## src/rtl/stvp_pkg.sv

```systemverilog
package stvp_pkg;

  // Field widths
  localparam int unsigned StickW = 16;
  localparam int unsigned PullW  = 12;
  localparam int unsigned HeadW  = 15;
  localparam int unsigned MagW   = 14;
  localparam int unsigned GenW   = 32;
  localparam int unsigned CntW   = 7;
  localparam int unsigned LvlW   = 15;
  localparam int unsigned FolW   = 14;
  localparam int unsigned CfgIdxW  = 3;
  localparam int unsigned CfgDataW = 15;

  // Follow watchdog and backoff
  localparam logic [CntW-1:0] WatchdogSamples = 7'd60;
  localparam logic [CntW-1:0] BackoffPolls    = 7'd120;
  localparam logic [15:0]     ProgressMargin  = 16'd128;

  // Button masks
  localparam logic [15:0] BtnWalkFwd   = 16'h0800;
  localparam logic [15:0] BtnWalkBack  = 16'h0400;
  localparam logic [15:0] BtnTurnLeft  = 16'h0200;
  localparam logic [15:0] BtnTurnRight = 16'h0100;
  localparam logic [15:0] BtnStrafeL   = 16'h0020;
  localparam logic [15:0] BtnStrafeR   = 16'h0010;
  localparam logic [15:0] BtnLTrig     = 16'h2000;
  localparam logic [15:0] BtnRTrig     = 16'h4000;
  localparam logic [15:0] BtnLPrim     = 16'h0002;
  localparam logic [15:0] BtnLSec      = 16'h0008;
  localparam logic [15:0] BtnLMenu     = 16'h1000;
  localparam logic [15:0] BtnRClick    = 16'h0001;
  localparam logic [15:0] BtnRPrim     = 16'h8000;
  localparam logic [15:0] BtnRSec      = 16'h0004;
  localparam logic [15:0] MovingMask   = 16'h2F30;

  localparam logic signed [16:0] SatPos = 17'sd16384;
  localparam logic signed [16:0] SatNeg = -17'sd16384;

  // Configuration register indexes
  typedef enum logic [CfgIdxW-1:0] {
    CfgFollowEnabled = 3'd0,
    CfgFollowEngage  = 3'd1,
    CfgFollowRelease = 3'd2,
    CfgInjectNeg     = 3'd3,
    CfgAxisEngage    = 3'd4,
    CfgAxisRelease   = 3'd5,
    CfgTriggerLevel  = 3'd6,
    CfgSqueezeLevel  = 3'd7
  } cfg_idx_e;

  // Follow settings
  typedef struct packed {
    logic [FolW-1:0] engage;
    logic [FolW-1:0] release_lvl;
    logic            inject_neg;
  } follow_cfg_t;

  // One poll seen by the follow machine
  typedef struct packed {
    logic                    step;
    logic                    head_ok;
    logic                    moving;
    logic signed [HeadW-1:0] head;
    logic [GenW-1:0]         gen;
  } follow_req_t;

  typedef struct packed {
    logic turn_right;
    logic turn_left;
    logic injecting;
  } follow_rsp_t;

endpackage

```

## src/rtl/stvp_axis_latch.sv

```systemverilog
module stvp_axis_latch (
  input  logic                               clk_i,
  input  logic                               rst_ni,
  input  logic                               step_i,
  input  logic signed [stvp_pkg::StickW-1:0] value_i,
  input  logic [stvp_pkg::LvlW-1:0]          engage_i,
  input  logic [stvp_pkg::LvlW-1:0]          release_i,
  output logic                               pos_o,
  output logic                               neg_o
);
  import stvp_pkg::*;

  logic pos_q, neg_q, pos_d, neg_d;
  logic signed [16:0] v, eng, rel;

  assign v   = 17'(value_i);
  assign eng = $signed({2'b00, engage_i});
  assign rel = $signed({2'b00, release_i});

  // Release a set latch, then engage if both are clear
  always_comb begin
    pos_d = pos_q && !(v < rel);
    neg_d = neg_q && !(v > -rel);
    if (!pos_d && !neg_d) begin
      if (v > eng) begin
        pos_d = 1'b1;
      end else if (v < -eng) begin
        neg_d = 1'b1;
      end
    end
  end

  always_ff @(posedge clk_i or negedge rst_ni) begin
    if (!rst_ni) begin
      pos_q <= 1'b0;
      neg_q <= 1'b0;
    end else if (step_i) begin
      pos_q <= pos_d;
      neg_q <= neg_d;
    end
  end

  assign pos_o = pos_d;
  assign neg_o = neg_d;

endmodule

```

## src/rtl/stvp_follow.sv

```systemverilog
module stvp_follow (
  input  logic                  clk_i,
  input  logic                  rst_ni,
  input  stvp_pkg::follow_cfg_t cfg_i,
  input  stvp_pkg::follow_req_t req_i,
  output stvp_pkg::follow_rsp_t rsp_o
);
  import stvp_pkg::*;

  logic            on_q, on_d;
  logic [CntW-1:0] fresh_q, fresh_d;
  logic [CntW-1:0] backoff_q, backoff_d;
  logic [MagW-1:0] start_q, start_d;
  logic [GenW-1:0] gen_q;

  logic                fresh, stop, right;
  logic [HeadW-1:0]    mag;
  logic [MagW-1:0]     mag_sat;
  logic [CntW:0]       cnt;
  logic signed [15:0]  thr;

  assign fresh   = req_i.gen != gen_q;
  assign stop    = !req_i.head_ok || req_i.moving || (backoff_q != '0);
  assign mag     = req_i.head[HeadW-1] ? HeadW'(-req_i.head) : req_i.head;
  assign mag_sat = mag[HeadW-1] ? {MagW{1'b1}} : mag[MagW-1:0];
  assign right   = cfg_i.inject_neg ? req_i.head[HeadW-1] : (req_i.head > 0);

  // Follow decision for one poll
  always_comb begin
    on_d      = on_q;
    fresh_d   = fresh_q;
    backoff_d = backoff_q;
    start_d   = start_q;
    cnt       = '0;
    thr       = '0;
    rsp_o     = '0;
    if (stop) begin
      on_d    = 1'b0;
      fresh_d = '0;
      if (backoff_q != '0) begin
        backoff_d = backoff_q - CntW'(1);
      end
    end else begin
      if (!on_q && (mag > {1'b0, cfg_i.engage})) begin
        on_d    = 1'b1;
        fresh_d = '0;
        start_d = mag_sat;
      end else if (on_q && (mag < {1'b0, cfg_i.release_lvl})) begin
        on_d = 1'b0;
      end
      if (on_d) begin
        cnt              = {1'b0, fresh_d} + {{CntW{1'b0}}, fresh};
        rsp_o.turn_right = right;
        rsp_o.turn_left  = !right;
        rsp_o.injecting  = 1'b1;
        thr              = $signed({2'b00, start_d} - ProgressMargin);
        // Watchdog: no progress since the last trip stops follow
        if (cnt > {1'b0, WatchdogSamples}) begin
          if ($signed({1'b0, mag}) > thr) begin
            on_d            = 1'b0;
            rsp_o.injecting = 1'b0;
            backoff_d       = BackoffPolls;
          end
          cnt     = '0;
          start_d = mag_sat;
        end
        fresh_d = cnt[CntW-1:0];
      end
    end
    if (!req_i.step) begin
      rsp_o = '0;
    end
  end

  always_ff @(posedge clk_i or negedge rst_ni) begin
    if (!rst_ni) begin
      on_q      <= 1'b0;
      fresh_q   <= '0;
      backoff_q <= '0;
      start_q   <= '0;
      gen_q     <= '0;
    end else if (req_i.step) begin
      on_q      <= on_d;
      fresh_q   <= fresh_d;
      backoff_q <= backoff_d;
      start_q   <= start_d;
      gen_q     <= req_i.gen;
    end
  end

endmodule

```

## src/rtl/vr_stick_to_pad_mapper.sv

```systemverilog
// Pipeline: an accepted input beat passes through the input register, then the result
// register, from which the result beat is offered on m_axis.
// Throughput: one poll per cycle; a held result stalls the input stage once both
// registers are full.
// Reset (rst_ni low, asynchronous): pipeline empty, latches and follow state clear,
// configuration registers at their default levels.
module vr_stick_to_pad_mapper (
  input  logic                               clk_i,
  input  logic                               rst_ni,
  input  logic                               cfg_we_i,
  input  logic [stvp_pkg::CfgIdxW-1:0]       cfg_idx_i,
  input  logic [stvp_pkg::CfgDataW-1:0]      cfg_data_i,
  input  logic                               s_axis_tvalid,
  output logic                               s_axis_tready,
  // pad_buttons[15:0], pad_x[31:16], pad_y[47:32], hand_buttons[55:48],
  // left_stick_x[71:56], left_stick_y[87:72], right_stick_x[103:88],
  // pulls[151:104], head_offset[166:152], head_generation[198:167],
  // misc_flags[200:199], zero fill[207:201]
  input  logic [207:0]                       s_axis_tdata,
  // port_index[1:0]
  input  logic [1:0]                         s_axis_tuser,
  output logic                               m_axis_tvalid,
  input  logic                               m_axis_tready,
  // out_buttons[15:0], out_x[31:16], out_y[47:32], turn_inject[48],
  // zero fill[55:49]
  output logic [55:0]                        m_axis_tdata
);
  import stvp_pkg::*;

  // Configuration registers
  logic            follow_en_q;
  logic [FolW-1:0] follow_eng_q, follow_rel_q;
  logic            inject_neg_q;
  logic [LvlW-1:0] axis_eng_q, axis_rel_q;
  logic [PullW-1:0] trig_lvl_q, sqz_lvl_q;

  always_ff @(posedge clk_i or negedge rst_ni) begin
    if (!rst_ni) begin
      follow_en_q  <= 1'b0;
      follow_eng_q <= 14'd960;
      follow_rel_q <= 14'd192;
      inject_neg_q <= 1'b0;
      axis_eng_q   <= 15'd6554;
      axis_rel_q   <= 15'd4588;
      trig_lvl_q   <= 12'd2457;
      sqz_lvl_q    <= 12'd2867;
    end else if (cfg_we_i) begin
      unique case (cfg_idx_e'(cfg_idx_i))
        CfgFollowEnabled: follow_en_q  <= cfg_data_i[0];
        CfgFollowEngage:  follow_eng_q <= cfg_data_i[FolW-1:0];
        CfgFollowRelease: follow_rel_q <= cfg_data_i[FolW-1:0];
        CfgInjectNeg:     inject_neg_q <= cfg_data_i[0];
        CfgAxisEngage:    axis_eng_q   <= cfg_data_i[LvlW-1:0];
        CfgAxisRelease:   axis_rel_q   <= cfg_data_i[LvlW-1:0];
        CfgTriggerLevel:  trig_lvl_q   <= cfg_data_i[PullW-1:0];
        CfgSqueezeLevel:  sqz_lvl_q    <= cfg_data_i[PullW-1:0];
        default: ;
      endcase
    end
  end

  // Input register stage
  logic         in_valid_q, out_valid_q;
  logic [200:0] in_data_q;
  logic [1:0]   in_port_q;
  logic         advance;

  assign advance       = in_valid_q && (!out_valid_q || m_axis_tready);
  assign s_axis_tready = !in_valid_q || advance;

  always_ff @(posedge clk_i or negedge rst_ni) begin
    if (!rst_ni) begin
      in_valid_q <= 1'b0;
    end else if (s_axis_tready) begin
      in_valid_q <= s_axis_tvalid;
    end
  end

  always_ff @(posedge clk_i) begin
    if (s_axis_tvalid && s_axis_tready) begin
      in_data_q <= s_axis_tdata[200:0];
      in_port_q <= s_axis_tuser;
    end
  end

  // Unpack fields
  logic [15:0]               base;
  logic signed [StickW-1:0]  px, py, lx, ly, rx;
  logic [7:0]                hb;
  logic [47:0]               pulls;
  logic signed [HeadW-1:0]   head;
  logic [GenW-1:0]           gen;
  logic [1:0]                misc;
  logic                      active;

  assign base  = in_data_q[15:0];
  assign px    = in_data_q[31:16];
  assign py    = in_data_q[47:32];
  assign hb    = in_data_q[55:48];
  assign lx    = in_data_q[71:56];
  assign ly    = in_data_q[87:72];
  assign rx    = in_data_q[103:88];
  assign pulls = in_data_q[151:104];
  assign head  = in_data_q[166:152];
  assign gen   = in_data_q[198:167];
  assign misc  = in_data_q[200:199];

  assign active = (in_port_q == 2'd0) && !misc[0] && (hb[1:0] != 2'b00);

  // Stick latches
  logic step;
  logic walk_fwd, walk_back, strafe_r, strafe_l, turn_r, turn_l;

  assign step = advance && active;

  stvp_axis_latch u_walk (
    .clk_i, .rst_ni, .step_i(step), .value_i(ly),
    .engage_i(axis_eng_q), .release_i(axis_rel_q),
    .pos_o(walk_fwd), .neg_o(walk_back)
  );

  stvp_axis_latch u_strafe (
    .clk_i, .rst_ni, .step_i(step), .value_i(lx),
    .engage_i(axis_eng_q), .release_i(axis_rel_q),
    .pos_o(strafe_r), .neg_o(strafe_l)
  );

  stvp_axis_latch u_turn (
    .clk_i, .rst_ni, .step_i(step), .value_i(rx),
    .engage_i(axis_eng_q), .release_i(axis_rel_q),
    .pos_o(turn_r), .neg_o(turn_l)
  );

  // Synthesized buttons from latches, pulls and hand buttons
  logic [15:0] vb;

  always_comb begin
    vb = '0;
    if (walk_fwd)  vb |= BtnWalkFwd;
    if (walk_back) vb |= BtnWalkBack;
    if (strafe_r)  vb |= BtnStrafeR;
    if (strafe_l)  vb |= BtnStrafeL;
    if (turn_r)    vb |= BtnTurnRight;
    if (turn_l)    vb |= BtnTurnLeft;
    if (pulls[11:0]  > trig_lvl_q) vb |= BtnLTrig;
    if (pulls[23:12] > sqz_lvl_q)  vb |= BtnStrafeL;
    if (pulls[35:24] > sqz_lvl_q)  vb |= BtnStrafeR;
    if (pulls[47:36] > trig_lvl_q) vb |= BtnRTrig;
    if (hb[2]) vb |= BtnLPrim;
    if (hb[3]) vb |= BtnLSec;
    if (hb[4]) vb |= BtnLMenu;
    if (hb[5]) vb |= BtnRClick;
    if (hb[6]) vb |= BtnRPrim;
    if (hb[7]) vb |= BtnRSec;
  end

  // Gaze follow
  follow_cfg_t fcfg;
  follow_req_t freq;
  follow_rsp_t frsp;

  assign fcfg.engage      = follow_eng_q;
  assign fcfg.release_lvl = follow_rel_q;
  assign fcfg.inject_neg  = inject_neg_q;

  assign freq.step    = step && follow_en_q;
  assign freq.head_ok = misc[1];
  assign freq.moving  = ((base | vb) & MovingMask) != '0;
  assign freq.head    = head;
  assign freq.gen     = gen;

  stvp_follow u_follow (
    .clk_i, .rst_ni, .cfg_i(fcfg), .req_i(freq), .rsp_o(frsp)
  );

  // Sum and saturate the analog axes
  logic signed [16:0] sum_x, sum_y;
  logic signed [15:0] sat_x, sat_y;
  logic [15:0]        res_btn;

  assign sum_x = 17'(px) + 17'(rx);
  assign sum_y = 17'(py) + 17'(ly);

  always_comb begin
    if (sum_x > SatPos)      sat_x = 16'(SatPos);
    else if (sum_x < SatNeg) sat_x = 16'(SatNeg);
    else                     sat_x = sum_x[15:0];
    if (sum_y > SatPos)      sat_y = 16'(SatPos);
    else if (sum_y < SatNeg) sat_y = 16'(SatNeg);
    else                     sat_y = sum_y[15:0];
    res_btn = base | vb;
    if (frsp.turn_right) res_btn |= BtnTurnRight;
    if (frsp.turn_left)  res_btn |= BtnTurnLeft;
  end

  // Result register
  logic [48:0] out_data_q;

  always_ff @(posedge clk_i or negedge rst_ni) begin
    if (!rst_ni) begin
      out_valid_q <= 1'b0;
    end else if (advance) begin
      out_valid_q <= 1'b1;
    end else if (m_axis_tready) begin
      out_valid_q <= 1'b0;
    end
  end

  always_ff @(posedge clk_i) begin
    if (advance) begin
      if (active) begin
        out_data_q <= {frsp.injecting, sat_y, sat_x, res_btn};
      end else begin
        out_data_q <= {1'b0, py, px, base};
      end
    end
  end

  assign m_axis_tvalid = out_valid_q;
  assign m_axis_tdata  = {7'd0, out_data_q};

endmodule

```

## config.mk

```make
export PLATFORM = sky130hd
export DESIGN_NAME = vr_stick_to_pad_mapper
export DESIGN_NICKNAME = d
export VERILOG_FILES = /design/src/rtl/stvp_pkg.sv /design/src/rtl/stvp_axis_latch.sv /design/src/rtl/stvp_follow.sv /design/src/rtl/vr_stick_to_pad_mapper.sv
export SDC_FILE = /design/constraint.sdc
export NUM_CORES = 1
export LEC_CHECK = 0
export BUFFER_PORTS_ARGS = -buffer_cell sky130_fd_sc_hd__buf_2
export CAP_MARGIN = 20
export CORE_ASPECT_RATIO = 1.1
export CORE_MARGIN = 2
export CORE_UTILIZATION = 51
export CTS_CLUSTER_DIAMETER = 200
export DETAILED_ROUTE_END_ITERATION = 8
export HOLD_SLACK_MARGIN = 0.03
export PLACE_DENSITY = 0.74
export SKIP_LAST_GASP = 1
export SLEW_MARGIN = 20
export SYNTH_ARGS = -nofsm -noshare
export SYNTH_HDL_FRONTEND = slang
export SYNTH_SLANG_ARGS = --single-unit
```

## constraint.sdc

```tcl
create_clock -name clk_i -period 6.8 [get_ports clk_i]
set_input_delay 0.34 -clock clk_i [delete_from_list [all_inputs] [get_ports clk_i]]
set_output_delay 0.34 -clock clk_i [all_outputs]
set_load 0.05 [all_outputs]
```

======== Word-level counts from Yosys, hierarchy flattened ========
Index checks and enable logic that the tools add are counted.
operators by class
  reduce and logical (&&, ||, !) cells .... 59
  $lt $le $gt $ge ......................... 25
  bitwise gates (word level) .............. 5
  multiplexer cells ....................... 67
  equal/unequal tests ..................... 9
  add/subtract/negate cells ............... 8
operators with widths
  kind                  number
  $mux 14               6
  $mux 16               5
  $mux 7                10
  $gt 16x16->1          4
  $gt 16x17->1          3
  $lt 16x17->1          3
  $gt 12x12->1          4
  $lt 16x16->1          3
  $mux 48               1
  $add 16x16->17        2
  $gt 17x16->1 const B  2
  $lt 17x15->1 const B  2
  $neg 15->17           2
  $ne 32x32->1          1
  $mux 15               2
  $mux 1                26
  $mux 10               2
  $logic_not 1->1       18
  $mux 9                2
  $reduce_and 2->1      9
  $logic_and 1x1->1     17
  $or 16x16->16         1
  $reduce_bool 16->1    1
  $gt 15x1->1 const B   1
  27 further kinds      46
word-level totals
  logic and storage cells ................. 198
  register bits after elaboration ......... 405
  output and inout port bits .............. 58
  bits of input ports ..................... 233

======== Logic depth before layout (Yosys ltp) ========
Gate-level depths: netlist of run 1.
  depth after elaboration ................. 38
  gate-level depth with buffers ........... 31
  mapped depth without buffers ............ 30

======== Modules after synthesis ========
Synthesis of run 1 repeated with hierarchy kept, for this count alone.
second synthesis, totals
  cell total of the unflattened synthesis .. 2242
  area, all modules ....................... 25495.7 sq um
modules (own cells, without submodules)
  module                           sequential area each (sq um)  cells each  area an instance (sq um)  times used
  vr_stick_to_pad_mapper           9760.6                        929         14326.2                   1
  stvp_follow                      1526.5                        500         4844.6                    1
  stvp_axis_latch at u_strafe ...  50.0                          274         2139.6                    2
  stvp_axis_latch at u_walk        50.0                          265         2045.7                    1

======== Least setup slack after synthesis of run 1 ========
No wires, ideal clock.
  kind .................................... reg-to-reg
  start point ............................. reg in_data_q[152]
  end point ............................... reg u_follow.backoff_q[5]
  cell stages (with the launch flop) ...... 31
  library setup time ...................... 0.079 ns
  arrival ................................. 6.697 ns
  period minus slack after synthesis ...... 6.776 ns
  buffers on the path ..................... 1
  path slack .............................. 0.024 ns
  required time ........................... 6.721 ns
  cell sequence ........................... edfxtp_1 > inv_1 > ha_1 > nor3b_1 > nand2_1 > o21ai_0 > xor2_1 > inv_1 > ha_1 > a211o_1 > a21oi_1 > o211ai_1 > o211ai_1 > clkbuf_1 > mux2i_1 > ha_1 > nand2_1 > or3_1 > nor3_1 > xor2_1 > o21ai_1 > ha_1 > and4_1 > nand3_1 > nor3_1 > a31oi_1 > o311ai_0 > nor2_1 > a31o_2 > nand3_2 > mux2i_1
between the ends
  cells in the longest elaborated chain, start to end .. 10
  elaborated cells between the ends (all ways) .. 22
  classes of those cells .................. add/sub: 3; order compare: 4; mux: 9; reduce/logical: 6
RTL lines
  item                                                 RTL line                              source
  start, declared                                      vr_stick_to_pad_mapper.sv:64          logic [200:0] in_data_q;
  start signal, assigned                               vr_stick_to_pad_mapper.sv:81          in_data_q <= s_axis_tdata[200:0];
  $neg 15->15                                          stvp_follow.sv:24                     assign mag = req_i.head[HeadW-1] ? HeadW'(-req_i.head) : req_i.head;
  $mux 15 (*)                                          stvp_follow.sv:24
  $gt 15x14->1                                         stvp_follow.sv:44                     if (!on_q && (mag > {1'b0, cfg_i.engage})) begin
  $logic_and 1x1->1                                    stvp_follow.sv:44
  $mux 14 / $mux 7 (equally long branches)             stvp_follow.sv:44
  $mux 14 / $mux 7 (equally long branches)             stvp_follow.sv:37                     if (stop) begin
  $sub 14x8->15 / $add 7x1->8 (equally long branches)  stvp_follow.sv:56, stvp_follow.sv:52
  $gt 16x16->1 / $gt 8x6->1 (equally long branches)    stvp_follow.sv:59, stvp_follow.sv:58
  $reduce_bool 2->1 (no source line)                   n/a
  $reduce_and 5->1 (no source line) (*)                n/a
  end signal, assigned                                 stvp_follow.sv:85                     backoff_q <= backoff_d;
  end, declared                                        stvp_follow.sv:12                     logic [CntW-1:0] backoff_q, backoff_d;
Mark *: on every way between the ends. The rest lies on a longest branch, timed or not. The select of a mux whose other input is x is not followed.
A chain may end at the register's enable or synchronous reset.

======== Worst setup path in the final report of run 1 ========
  start point ............................. reg in_data_q[156]
  end point ............................... reg u_follow.backoff_q[3]
Same word-level chain as after synthesis.

==> results.sh, run 1 <==
export IMPL_cts_tree="yes"
export IMPL_ff2ff_path_depth=29
export IMPL_vias=18800
export IMPL_initial_core_util_pct=51.8
export IMPL_finClkSkew_ns=0.0322
export IMPL_multi_input_area_sq_um=11700
export IMPL_fmax_mhz=158
export IMPL_synth_flop_cell="edfxtp_1"
export IMPL_slowest_delay_ns=0.45
export IMPL_r2r_end="u_follow.backoff_q[3]"
export IMPL_syn_avg_cell_area_sq_um=11.3
export IMPL_pwr_density_cell_nw_per_um2=266
export IMPL_seqCellArea_sq_um=11400
export IMPL_dieArea_sq_um=48100
export IMPL_root_buffer="clkbuf_16"
export IMPL_core_sq_um=45700
export IMPL_grt_pass1_wl_um=103000
export IMPL_path_class="reg -> reg"
export IMPL_wl_per_cell_um=20.5
export IMPL_totalWireLength_um=66600
export IMPL_clock_sinks=405
export IMPL_via_per_inst=5.78
export IMPL_ys_ff_latch=405
export IMPL_syn_instance_count=2103
export IMPL_rows=82
export IMPL_clock_path_buffers=3
export IMPL_drc=0
export IMPL_grt_max_degree=85
export IMPL_fin_crit_ns=6.35
export IMPL_post_route_util_pct=64.3
export IMPL_finalHoldViolations=0
export IMPL_clock_latency_ns=0.60
export IMPL_nets=3178
export IMPL_power_mw=7.81
export IMPL_numCtsBuffers=43
export IMPL_antenna_found_initial=4
export IMPL_dieHeight_um=230
export IMPL_drv_cap=0
export IMPL_crit_start="in_data_q[156]"
export IMPL_ys_types=91
export IMPL_cp_arrival_ns=6.86
export IMPL_drtPass1Iterations=5
export IMPL_reg2reg_from="in_data_q[156]"
export IMPL_peakVddDrop_v=0.000229
export IMPL_critPathLaunchType="flop"
export IMPL_place_hpwl_um=48500
export IMPL_slew_violations=0
export IMPL_ant_nets=0
export IMPL_worst_path_max_delay_cell="edfxtp_1"
export IMPL_synth_async_reset_ratio_pct=37.8
export IMPL_slew_limit_headroom_pct=27.6
export IMPL_p_leak_nw=13.0
export IMPL_boundaryPins=291
export IMPL_clk_pin_slew_ns=0.07
export IMPL_required_ns=7.31
export IMPL_max_slew_worst_pin_slew_ns=1.08
export IMPL_synth_edff_count=252
export IMPL_yosysWarnings=0
export IMPL_overflow=0
export IMPL_setup_viol=0
export IMPL_period_share_pct=93.3
export IMPL_grt_pass1_vias=19400
export IMPL_drtIter0Drc=1240
export IMPL_hold_path_class="in -> reg"
export IMPL_portBuffers=276
export IMPL_synth_top_area_share_pct=32.0
export IMPL_drive_gt1_share_pct=18.7
export IMPL_synthTopCellsByArea="edfxtp_1, ha_1, dfrtp_1"
export IMPL_htreeDepth=2
export IMPL_worstHoldStart="m_axis_tready"
export IMPL_critPathMaxFanout=6
export IMPL_worst_setup_path_end_kind="flop"
export IMPL_track_usage_pct=27.6
export IMPL_syn2layout_area_growth_pct=24.1
export IMPL_fillers=3467
export IMPL_rrSetupSlack_ns=0.45
export IMPL_outcome="finished, final reports clean"
export IMPL_endpoint="u_follow.backoff_q[3]"
export IMPL_ys_seq_area_share_pct=48.3
export IMPL_gp_congestion=0.967
export IMPL_synth_largest_area_cell="edfxtp_1"
export IMPL_netlist_area_sq_um=23700
export IMPL_totalNegativeSetupSlack_ns=0
export IMPL_chipWidth_um=209
export IMPL_rsz0062_at_grt="false"
[worst max-delay path, delay by kind of cell, from the launching register on]
family,cells,cell delay (ns)
xor+xnor,2,0.44
mux,2,0.44
buf+inv,2,0.33
fa+ha+maj,3,0.82
simple gates,12,2.44
compound gates,8,1.34
flops,1,0.45
[synthesized netlist by cell type (6+ instances only)]
library cell	n
ha_1	314
edfxtp_1	252
nand2_1	236
dfrtp_1	120
inv_1	118
a21oi_1	116
o21ai_0	96
xnor2_1	83
nor2_1	76
mux2_2	56
a21o_1	53
nand3_1	50
nand4_1	49
nor3_1	40
dfstp_2	33
nand2b_1	31
clkbuf_1	29
nor4_1	27
xor2_1	20
a22o_1	19
nor2b_1	18
o211ai_1	18
a211oi_1	15
o21a_1	15
mux2i_1	13
o21bai_1	12
and2_1	11
or3_1	11
a31oi_1	10
o31ai_1	10
buf_4	9
o41ai_1	8
or4_1	8
and3_1	7
a211o_1	6
[timing repair]
item                                    4_1_cts  5_1_grt
hold buffers                                208        0
gates resized for setup                       0        5
setup buffers                                 0        1
endpoints found under the hold margin       274        0
endpoints found under the setup margin        0        7
[worst min path at each step]
stage	end	slack (ns)	cells past startpoint
2_1_floorplan	axis_eng_q[0]	0.04	0
3_3_place_gp	out_data_q[7]	0.40	0
3_5_place_dp	out_data_q[7]	0.41	0
4_1_cts	follow_rel_q[6]	0.04	3
5_1_grt	axis_eng_q[4]	0.05	3
6_report	m_axis_tvalid	0.06	3
[sequential cells by signal, summed over array words and instances, names as in the netlist]
signal	flops
axis_eng_q	15
axis_rel_q	15
follow_en_q	1
follow_eng_q	14
follow_rel_q	14
in_data_q	201
in_port_q	2
in_valid_q	1
inject_neg_q	1
m_axis_tvalid	1
out_data_q	49
sqz_lvl_q	12
trig_lvl_q	12
u_follow.backoff_q	7
u_follow.fresh_q	7
u_follow.gen_q	32
u_follow.on_q	1
u_follow.start_q	14
u_strafe.neg_q	1
u_strafe.pos_q	1
u_turn.neg_q	1
u_turn.pos_q	1
u_walk.neg_q	1
u_walk.pos_q	1
[cell type report]
| type | instances | share of cell area [%] |
|---|---|---|
| Inverter | 118 | 1.51 |
| Tap cell | 588 | 2.51 |
| Sequential cell | 405 | 39.0 |
| Antenna cell | 4 | 0.0341 |
| Multi-Input combinational cell | 1544 | 39.7 |
| Timing Repair Buffer | 517 | 12.7 |
| Clock buffer | 54 | 3.92 |
| Clock inverter | 25 | 0.699 |
[power by group]
part           total (mW)  leakage, nW  internal (mW)  switching (mW)
combinational        2.34         8.01          0.981            1.36
sequential           3.21         4.30           2.97           0.232
clock                2.26        0.669           1.25            1.01
total                7.81         13.0           5.21            2.60
[per-stage QoR]
stage / setup WS, ns / cell area, sq um / hold slack, ns / instances
final: 0.452 / 29400 / 0.0594 / 3255
after detailed placement: 0.367 / 25900 / 0.408 / 2963
after floorplan: 0.0237 / 23700 / 0.0444 / 2109
after CTS: 0.327 / 29300 / 0.0384 / 3250
after global placement: 0.480 / 25900 / 0.402 / 2963
after global routing: 0.0121 / 29400 / 0.0483 / 3255
[cells by family after synthesis]
logic type / synth area share, %
XOR/XNOR: 3.81
AND/OR/NAND/NOR: 12.6
other: 0.0158
adder cells (fa/ha/maj): 16.8
buffers and inverters: 2.71
multiplexers: 3.45
flip-flops: 48.3
AO/OA/AOI/OAI: 12.3
[placed cells by master (no fill, tap or decap), types with 9 or more instances in the layout]
cell and instances:
inv_1 118, xnor2_1 83, buf_2 275, xor2_1 20, a21o_1 53, dfstp_2 33
or3_1 11, mux2i_1 13, and2_1 10, o31ai_1 9, o21a_1 15, nor3_1 39
o21bai_1 12, nand3_1 50, a211oi_1 15, a31oi_1 9, a21oi_1 116, a22o_1 19
buf_4 33, nor4_1 26, nand4_1 49, nor2b_1 18, nand2b_1 31, clkbuf_16 43
mux2_2 56, clkinv_2 11, ha_1 314, dfrtp_1 120, o211ai_1 18, nor2_1 76
dlygate4sd3_1 208, edfxtp_1 252, o21ai_0 96, nand2_1 236
[metal layers]
metal | part of all wire [%] | wire length, um | GRT usage (%) | vias up
met2 | 51 | 33800 | 49.7 | 605
met3 | 4.7 | 3140 | 3.97 | 179
met4 | 4.7 | 3130 | 12.4 | 0
met1 | 40 | 26600 | 32.7 | 9132
li1 | - | - | - | 8899
met5 | 0 | 0 | 0 | -
Power figures use the tool's default switching activity.
==> run 2: changes to the inputs <==
--- a/config.mk
+++ b/config.mk
@@ -13,7 +13,7 @@
 export CTS_CLUSTER_DIAMETER = 200
 export DETAILED_ROUTE_END_ITERATION = 8
 export HOLD_SLACK_MARGIN = 0.03
-export PLACE_DENSITY = 0.74
+export PLACE_DENSITY_LB_ADDON = 0.2
 export SKIP_LAST_GASP = 1
 export SLEW_MARGIN = 20
 export SYNTH_ARGS = -nofsm -noshare
==> constraint.sdc (replaced) <==
create_clock -name clk_i -period 7 [get_ports clk_i]
set_input_delay 0.35 -clock clk_i [delete_from_list [all_inputs] [get_ports clk_i]]
set_output_delay 0.35 -clock clk_i [all_outputs]
set_load 0.05 [all_outputs]
==> results.sh, run 2 (synthesis results as in run 1) <==
export IMPL_outcome="finished, final reports clean"
export IMPL_grt_pass1_wl_um=103000
export IMPL_vias=18600
export IMPL_critPathBufInv=2
export IMPL_layout_commonest_cell="ha_1"
export IMPL_largest_reg_flops=201
export IMPL_antenna_found_initial=3
export IMPL_postCtsSetupBuffers=0
export IMPL_reg_largest_list="in_data_q x201, out_data_q x49, u_follow.gen_q x32"
export IMPL_drtPass1Iterations=5
export IMPL_fin_hold_ws_ns=0.0636
export IMPL_clock_sinks=405
export IMPL_grt_pass1_vias=19500
export IMPL_drive_gt1_share_pct=18.6
export IMPL_period_share_pct=91.6
export IMPL_clock_path_buffers=3
export IMPL_path_class="reg -> reg"
export IMPL_gp_congestion=0.939
export IMPL_finClkSkew_ns=0.0267
export IMPL_required_ns=7.51
export IMPL_chipWidth_um=209
export IMPL_via_per_inst=5.72
export IMPL_htreeDepth=2
export IMPL_critPathMaxFanout=6
export IMPL_numCtsBuffers=45
export IMPL_post_route_util_pct=64.4
export IMPL_clk_pin_slew_ns=0.06
export IMPL_portBuffers=276
export IMPL_hold_path_class="in -> reg"
export IMPL_grt_max_degree=80
export IMPL_nets=3172
export IMPL_worst_setup_path_end_kind="flop"
export IMPL_worst_path_max_delay_cell="edfxtp_1"
export IMPL_slew_limit_headroom_pct=33.9
export IMPL_max_slew_worst_pin_slew_ns=0.989
export IMPL_fin_crit_ns=6.41
export IMPL_peakVddDrop_v=0.000262
export IMPL_syn2layout_area_growth_pct=24.4
export IMPL_top_register="in_data_q"
export IMPL_boundaryPins=291
export IMPL_setup_viol=0
export IMPL_critPathLaunchType="flop"
export IMPL_slowest_delay_ns=0.44
export IMPL_core_sq_um=45700
export IMPL_wl_per_cell_um=20.1
export IMPL_final_cell_mix="ha_1, buf_2, edfxtp_1"
export IMPL_clock_latency_ns=0.58
export IMPL_track_usage_pct=27.6
export IMPL_initial_core_util_pct=51.8
export IMPL_rsz0062_at_grt="false"
export IMPL_fmax_mhz=156
export IMPL_totalNegativeSetupSlack_ns=0
export IMPL_place_ws_ns=0.190
export IMPL_overflow=0
export IMPL_cp_arrival_ns=6.92
export IMPL_rows=82
export IMPL_dieHeight_um=230
export IMPL_drtIter0Drc=1103
export IMPL_drv_cap=0
export IMPL_crit_family="simple AND/OR/NAND/NOR gates"
export IMPL_root_buffer="clkbuf_16"
export IMPL_cts_tree="yes"
export IMPL_drc=0
export IMPL_slew_violations=0
export IMPL_p_leak_nw=13.0
export IMPL_finalHoldViolations=0
export IMPL_ant_nets=0
export IMPL_totalWireLength_um=65400
export IMPL_power_mw=7.75
export IMPL_pwr_density_cell_nw_per_um2=263
export IMPL_place_hpwl_um=48300
export IMPL_timing_final_ws_setup_ns=0.586
export IMPL_dieArea_sq_um=48100
[run 2: cell types whose count changed in the layout (fill, tap and decap cells not counted), sizes merged, moves of 2 or more]
cell	delta
buf	-7
clkbuf	+15
clkinv	-17
clkinvlp	+3
inv	+2
[run 2: repair_timing]
item                       4_1_cts  5_1_grt
hold endpoints to repair       282        0
hold buffers                   207        0
setup endpoints to repair        0        9
resized for setup                0        3
[run 2: final timing paths]
check | depth (start not counted) | slack (ns) | endpoint | from
min reg2reg | 0 | 0.43 | out_data_q[7] | in_data_q[7]
min | 3 | 0.06 | axis_eng_q[3] | cfg_data_i[3]
max in group asynchronous | 3 | 5.14 | trig_lvl_q[9] | rst_ni
min in group asynchronous | 2 | 0.39 | u_follow.gen_q[31] | rst_ni
max | 29 | 0.59 | u_follow.backoff_q[3] | in_data_q[156]
max reg2reg | 29 | 0.59 | u_follow.backoff_q[3] | in_data_q[156]
[run 2: layout make-up]
type | count | area (sq um)
Timing Repair Buffer | 509 | 3650
Clock inverter | 14 | 166
Fill cell | 3518 | 16200
Inverter | 118 | 443
Antenna cell | 3 | 7.51
Clock buffer | 69 | 1340
Tap cell | 588 | 736
Multi-Input combinational cell | 1544 | 11600
Sequential cell | 405 | 11400
[run 2: routing by layer]
| metal | global-route usage (%) | part of all wire (%) | up-vias |
|---|---|---|---|
| li1 | - | - | 8891 |
| met1 | 32.2 | 40 | 9036 |
| met2 | 49.6 | 51 | 492 |
| met3 | 3.70 | 4.4 | 163 |
| met4 | 13.7 | 5.2 | 0 |
| met5 | 0 | 0 | - |
[run 2: power by group]
part / internal, mW / switching, mW
logic: 0.944 / 1.30
clock network: 1.40 / 0.985
registers: 2.89 / 0.224
total: 5.24 / 2.51
[run 2: through the flow]
step	cells	cell area, sq um
after global placement	2957	25800
after global routing	3250	29400
after detailed placement	2957	25800
final	3250	29400
after floorplan	2109	23700
after CTS	3247	29400
[run 2: worst register-to-register path: cells and delay by family, from the launching register on]
family	cells	cell delay, ns
flip-flops	1	0.44
adder cells (fa/ha/maj)	3	0.83
multiplexers	2	0.41
AND/OR/NAND/NOR	12	2.37
buffers and inverters	2	0.33
AO/OA/AOI/OAI	8	1.49
XOR/XNOR	2	0.45
